===== src/rtl/pimc_pkg.sv =====
// shared constants and types for the projective inverse coordinate mapper
`timescale 1ns / 1ps
package pimc_pkg;
  localparam int COORD_W = 12;
  localparam int MAX_SRC_DIM = 2048;
  localparam int MAX_OUT_DIM = 4096;
  localparam int OUT_W = 11;
  localparam int COEF_W = 21;
  localparam int ROW_W = 3 * COEF_W;
  localparam int DIM_W = 12;
  localparam int PROD_W = COEF_W + COORD_W + 1;
  localparam int SUM_W = PROD_W + 2;
  localparam int FRAC_SHIFT = 10;
  localparam int NUM_W = SUM_W + FRAC_SHIFT + 1;
  localparam int DEN_W = SUM_W;
  localparam int QBITS = OUT_W;
  localparam int DIV_LAT = QBITS + 1;
  localparam int ADDR_W = 6;
  localparam int DATA_W = 64;

  typedef enum logic [2:0] {
    REG_ROW0   = 3'd0,
    REG_ROW1   = 3'd1,
    REG_ROW2   = 3'd2,
    REG_WIDTH  = 3'd3,
    REG_HEIGHT = 3'd4
  } reg_idx_t;

  typedef struct packed {
    logic negx;
    logic negy;
    logic wzero;
  } sign_t;
endpackage


===== src/rtl/pimc_div.sv =====
// pipelined restoring divider, one quotient bit per stage, with overflow flag
`timescale 1ns / 1ps
module pimc_div (
  input  logic                         clk,
  input  logic                         en,
  input  logic [pimc_pkg::NUM_W-1:0]   num,
  input  logic [pimc_pkg::DEN_W-1:0]   den,
  output logic [pimc_pkg::QBITS-1:0]   quo,
  output logic                         big
);
  logic [pimc_pkg::NUM_W-1:0] rem [0:pimc_pkg::QBITS];
  logic [pimc_pkg::DEN_W-1:0] dd  [0:pimc_pkg::QBITS];
  logic [pimc_pkg::QBITS-1:0] qq  [0:pimc_pkg::QBITS];
  logic                       bg  [0:pimc_pkg::QBITS];
  logic [pimc_pkg::NUM_W:0]   dtop;

  assign dtop = (pimc_pkg::NUM_W + 1)'(den) << pimc_pkg::QBITS;

  always_ff @(posedge clk) begin
    if (en) begin
      rem[0] <= num;
      dd[0]  <= den;
      qq[0]  <= '0;
      bg[0]  <= ({1'b0, num} >= dtop);
    end
  end

  for (genvar s = 1; s <= pimc_pkg::QBITS; s++) begin : g_stage
    localparam int K = pimc_pkg::QBITS - s;
    logic [pimc_pkg::NUM_W:0] dsh;
    logic [pimc_pkg::NUM_W:0] diff;
    logic                     ge;
    assign dsh  = (pimc_pkg::NUM_W + 1)'(dd[s-1]) << K;
    assign diff = {1'b0, rem[s-1]} - dsh;
    assign ge   = ~diff[pimc_pkg::NUM_W];
    always_ff @(posedge clk) begin
      if (en) begin
        rem[s] <= ge ? diff[pimc_pkg::NUM_W-1:0] : rem[s-1];
        dd[s]  <= dd[s-1];
        qq[s]  <= qq[s-1] | (pimc_pkg::QBITS'(ge) << K);
        bg[s]  <= bg[s-1];
      end
    end
  end

  assign quo = qq[pimc_pkg::QBITS];
  assign big = bg[pimc_pkg::QBITS];
endmodule


===== config.mk =====
export PLATFORM = sky130hd
export DESIGN_NAME = pimc_div
export DESIGN_NICKNAME = d
export VERILOG_FILES = /design/src/rtl/pimc_pkg.sv /design/src/rtl/pimc_div.sv
export SDC_FILE = /design/constraint.sdc
export NUM_CORES = 2
export LEC_CHECK = 0
export BUFFER_PORTS_ARGS = -buffer_cell sky130_fd_sc_hd__buf_2
export CAP_MARGIN = 10
export CORE_UTILIZATION = 35
export DETAILED_ROUTE_END_ITERATION = 10
export PLACE_DENSITY = 0.48
export SLEW_MARGIN = 15
export SYNTH_ARGS = -nofsm -noshare
export SYNTH_HDL_FRONTEND = slang
export SYNTH_SLANG_ARGS = --single-unit

===== constraint.sdc =====
create_clock -name clk -period 7.4 [get_ports clk]
set_input_delay 0.37 -clock clk [delete_from_list [all_inputs] [get_ports clk]]
set_output_delay 0.37 -clock clk [all_outputs]
set_load 0.02 [all_outputs]

After elaboration in Yosys (flattened, before gate mapping)
Memories as Yosys holds them, arrays and structs flattened. Cells that the tools add are included.

Input bits: 85. Output and inout port bits: 12. Bits in registers: 0. Logic and storage cells: 51. Memory bits (writable): 1140. Memories kept: 4.

Multiplexer cells: 13. Order comparisons: 1. Bitwise logic cells: 22. Add/subtract/negate cells: 11.

Memories: rem (words 12, width 47, rd ports 11, clocked after memory_dff 0, write ports 12, RTL line pimc_div.sv:11) `logic [pimc_pkg::NUM_W-1:0] rem [0:pimc_pkg::QBITS];`; dd (words 12, width 36, rd ports 11, clocked after memory_dff 0, write ports 12, RTL line pimc_div.sv:12) `logic [pimc_pkg::DEN_W-1:0] dd [0:pimc_pkg::QBITS];`; qq (words 12, width 11, rd ports 12, clocked after memory_dff 0, write ports 12, RTL line pimc_div.sv:13) `logic [pimc_pkg::QBITS-1:0] qq [0:pimc_pkg::QBITS];`; bg (words 12, width 1, rd ports 12, clocked after memory_dff 0, write ports 12, RTL line pimc_div.sv:14) `logic bg [0:pimc_pkg::QBITS];`.

Operator list (number): $mux W47 (11); $sub A47 B36 Y48 (1); $sub A47 B37 Y48 (1); $sub A47 B38 Y48 (1); $sub A47 B39 Y48 (1); $sub A47 B40 Y48 (1); $sub A47 B41 Y48 (1); $sub A47 B42 Y48 (1); $sub A47 B43 Y48 (1); $sub A47 B44 Y48 (1); $sub A47 B45 Y48 (1); $sub A47 B46 Y48 (1); $ge A47 B47 Y1 (1); $not A1 Y1 (11); $or A11 B1 Y11 (1); $or A11 B10 Y11 (1); $or A11 B11 Y11 (1); $or A11 B2 Y11 (1); $or A11 B3 Y11 (1); $or A11 B4 Y11 (1); $or A11 B5 Y11 (1); $or A11 B6 Y11 (1); $or A11 B7 Y11 (1); $or A11 B8 Y11 (1); other kinds (2) (3).

Logic depth before layout (Yosys ltp)
An unclocked memory read counts as a cell.

Word-level depth: 4. Gate-level depth with buffers: 16. Gate-level depth less buffers: 14.

Least setup slack after synthesis
Ideal clock, no wire load.

Path type: reg-to-reg. Start: mem rem[1][9] in the netlist's numbering. End: mem rem[2][42] in the netlist's numbering, data pin. Required time: 7.140 ns. Data arrival time: 3.522 ns. Path slack: 3.618 ns. Setup time: 0.260 ns. Path buffers: 1. Stages on the path, launching flop included: 16. Path through: edfxtp_1 inv_1 ha_1 inv_1 fa_1 a21o_1 a21oi_1 o211ai_1 a21oi_1 nor3_1 nor3_2 o21ai_2 a21bo_2 a2111oi_4 buf_6 mux2_2.

RTL lines (RTL line): start, declared (pimc_div.sv:11).

==> results.py <==
metrics = {
    "outcome": {
        "run_status": "finished clean",
    },
    "worst_setup_path": {
        "setup.worst_path.start_class": "register",
        "reg2reg_setup_slack_ps": 2590,
        "cp_data_required_time_ps": 7860,
        "critical_path.startpoint": "dd[0][1]",
        "reg2reg_to": "rem[1][16]",
        "critical_path_peak_fanout": 42,
        "end_kind": "register",
        "cp_data_arrival_time_ps": 5270,
        "critical_path.reg2reg.startpoint": "dd[0][1]",
        "worstSetupPathType": "register to register",
        "reg2regPathDepth": 12,
        "setup.worst_path.end": "rem[1][16]",
    },
    "timing": {
        "timing.fmax_mhz": 207.9,
        "fin_crit_ps": 4810,
        "final.setup.tns_ps": 0,
        "post-route-period-util": 0.6500,
        "slew-limit-headroom": 0.2953,
        "timing.final.hold_violations": 0,
        "whs_ps": 154.1,
        "setup_violations": 0,
        "unrepaired_setup_endpoints_after_global_routing": "no",
        "timing.final.max_slew_violations": 0,
        "finClkSkew_ps": 23.88,
        "timing_worst_slew_pin_value_ps": 1054,
    },
    "global_route": {
        "number_of_global_route_vias_before_repair": 37980,
        "grt_overall_usage": 0.1452,
        "grt_pass1_wl_um": 194000,
        "grt_antenna_before_repair": 0,
        "globalRouteOverflowTotal": 0,
        "grt_start_max_net_pins": 168,
    },
    "yosys": {
        "post_synthesis_sequential_area_ratio": 0.5234,
        "number_of_register_bits_inferred_by_synthesis": 991,
        "async_reset_ff_frac": 0,
        "synthesis.yosys.warnings": 0,
        "synthFlopType": "sky130_fd_sc_hd__edfxtp_1",
        "syn_area_per_cell_um2": 10.88,
        "post_synth_instance_area_um2": 56860,
        "synth.net_count": 5753,
        "synth-edff-count": 991,
        "post_synth_num_cell_types": 87,
        "synthesis.instances": 5227,
    },
    "clock_tree": {
        "clk_pin_slew_ps": 60,
        "total_number_of_h_tree_levels": 3,
        "worst_skew_pair.late_latency_ps": 710,
        "clock_path_buffers": 3,
        "cts_tree": "built",
        "cts.root.buffer_cell": "sky130_fd_sc_hd__clkbuf_16",
        "cts_buffers": 114,
        "clkSinkCount": 991,
        "cts_setup_buffers": 0,
        "cts_resized": 0,
    },
    "final_layout": {
        "most_frequent_standard_cell_in_the_layout_excluding_fill_and_tap_cells": "sky130_fd_sc_hd__edfxtp_1",
        "layout-drive-gt1-share": 0.07314,
        "multiInputGateArea_um2": 24410,
        "area.growth.synth_to_final_pct": 12.75,
        "layout.nets": 5911,
        "layout.cells.most_common_list": "991 x sky130_fd_sc_hd__edfxtp_1, 540 x sky130_fd_sc_hd__inv_1, 441 x sky130_fd_sc_hd__a21oi_1, 431 x sky130_fd_sc_hd__ha_1, 404 x sky130_fd_sc_hd__nand2_1",
        "design_area_um2": 64110,
        "seqCellArea_um2": 29760,
        "share_of_the_core_filled_with_cells_in_the_final_layout": 0.3984,
        "layout.filler_cells": 15550,
    },
    "job": {
        "maxCapViolCount": 0,
    },
    "power_and_ir_drop": {
        "power.leakage_nw": 25.87,
        "power.density_cell_area_nw_per_um2": 372.6,
        "max-vdd-ir-drop_uv": 189.4,
        "p_total_mw": 23.88,
    },
    "route": {
        "route.vias.total": 37330,
        "routed_wire_length_per_instance_um": 15.69,
        "detailedRoute.firstPassIterationCount": 5,
        "detail_route.wirelength_um": 119900,
        "post_route_drc_violation_count": 0,
        "viasPerCell": 4.884,
        "ant_nets": 0,
        "dr.first_iter.drc_count": 1806,
    },
    "place": {
        "place_congestion": 0.8647,
        "numPortBuffers": 96,
        "hpwl_um": 90250,
        "postPlaceCellArea_um2": 59660,
    },
    "floorplanning": {
        "core_region_area_um2": 160900,
        "chipHeight_um": 405.1,
        "die_w_um": 405.1,
        "floorplan.initialDensity": 0.3533,
        "fp.dieArea_um2": 164100,
        "pin_count": 97,
        "floorplan_row_count": 147,
    },
    "min_path": {
        "worst_hold_path.num_cells": 1,
        "hold_path_class": "input pin to register",
        "hp-start": "en",
    },
}
[worst max-delay path, cell delays in order, from the launching register on]
cell and delay (ps):
sky130_fd_sc_hd__edfxtp_1 390, sky130_fd_sc_hd__inv_1 60, sky130_fd_sc_hd__ha_1 290, sky130_fd_sc_hd__nor2b_1 140
sky130_fd_sc_hd__o31a_1 280, sky130_fd_sc_hd__o41ai_1 710, sky130_fd_sc_hd__a211oi_1 320, sky130_fd_sc_hd__o31a_1 440
sky130_fd_sc_hd__o21ai_1 340, sky130_fd_sc_hd__a2111o_1 230, sky130_fd_sc_hd__and2_2 590, sky130_fd_sc_hd__buf_4 360
sky130_fd_sc_hd__mux2_2 360
[cell usage after synthesis, drive strengths merged (15+ instances only)]
cell      n  share of area
edfxtp  991           0.52
o21ai   347          0.031
nand2b   60         0.0066
ha      431          0.095
clkbuf  130         0.0086
nor2    314          0.021
xnor2   195          0.030
nor3     76         0.0069
o21a     53         0.0070
or3      27         0.0030
buf      33         0.0035
mux2     99          0.020
nand4    84         0.0092
and3     27         0.0030
a31oi    46         0.0051
nor4     23         0.0025
a21oi   441          0.039
o31ai    31         0.0041
o211ai   25         0.0033
or2      15         0.0017
nor2b    53         0.0058
nand3    84         0.0074
inv     543          0.036
o21bai   55         0.0073
a211oi   37         0.0049
a21o    224          0.030
xor2    154          0.024
nand2   405          0.027
[what timing repair did]
action / 4_1_cts / 5_1_grt
endpoints found under the setup margin: 0 / 0
hold buffers: 83 / 0
hold endpoints to repair: 83 / 0
[flip-flops by register name (all words and copies together), names as in the netlist]
name,count
dd,396
rem,517
bg,12
qq,66
[metal layers]
layer,track usage,part of all wire
met4,0.05835,0.039
met3,0.02136,0.029
met2,0.2521,0.47
met5,0,0
met1,0.1801,0.46
[stage by stage]
step,instances,setup slack (ps)
after floorplan,5227,3618
after global placement,7346,2670
after detailed placement,7346,2630
after CTS,7643,2614
after global routing,7643,2325
final,7644,2590
[area by class of cell]
type | instances | share of cell area
antenna | 1 | 0.00003903
clock buffer | 149 | 0.04787
clock inverter | 65 | 0.008529
inverter | 544 | 0.03185
multi-input combinational | 3529 | 0.3807
sequential | 991 | 0.4642
tap | 2160 | 0.04216
timing repair buffer | 205 | 0.02463
[kinds of logic (layout without fill, tap and decap cells)]
| logic type | Yosys count | after routing | share of synthesized area |
|---|---|---|---|
| mux | 106 | 106 | 0.02084 |
| simple gates | 1233 | 1233 | 0.1025 |
| compound gates | 1400 | 1400 | 0.1532 |
| flops | 991 | 991 | 0.5234 |
| fa+ha+maj | 441 | 441 | 0.09836 |
| other cells | 0 | 1 | 0 |
| buf+inv | 707 | 963 | 0.04802 |
| xor+xnor | 349 | 349 | 0.05376 |
[worst min path at each step]
stage / endpoint / slack (ps)
finish: rem[0][45] / 150
global route: rem[0][46] / 120
CTS: rem[0][46] / 110
detailed placement: qq[2][16] / 400
global placement: rem[7][2] / 400
floorplan: bg[0][1] / 400
[power breakdown]
part / switching (mW) / total [mW] / internal [mW]
clock: 2.24 / 5.43 / 3.18
combinational: 5.45 / 9.66 / 4.21
sequential: 0.750 / 8.80 / 8.05
total: 8.44 / 23.9 / 15.4
No activity file was read; power rests on OpenSTA's default activity.
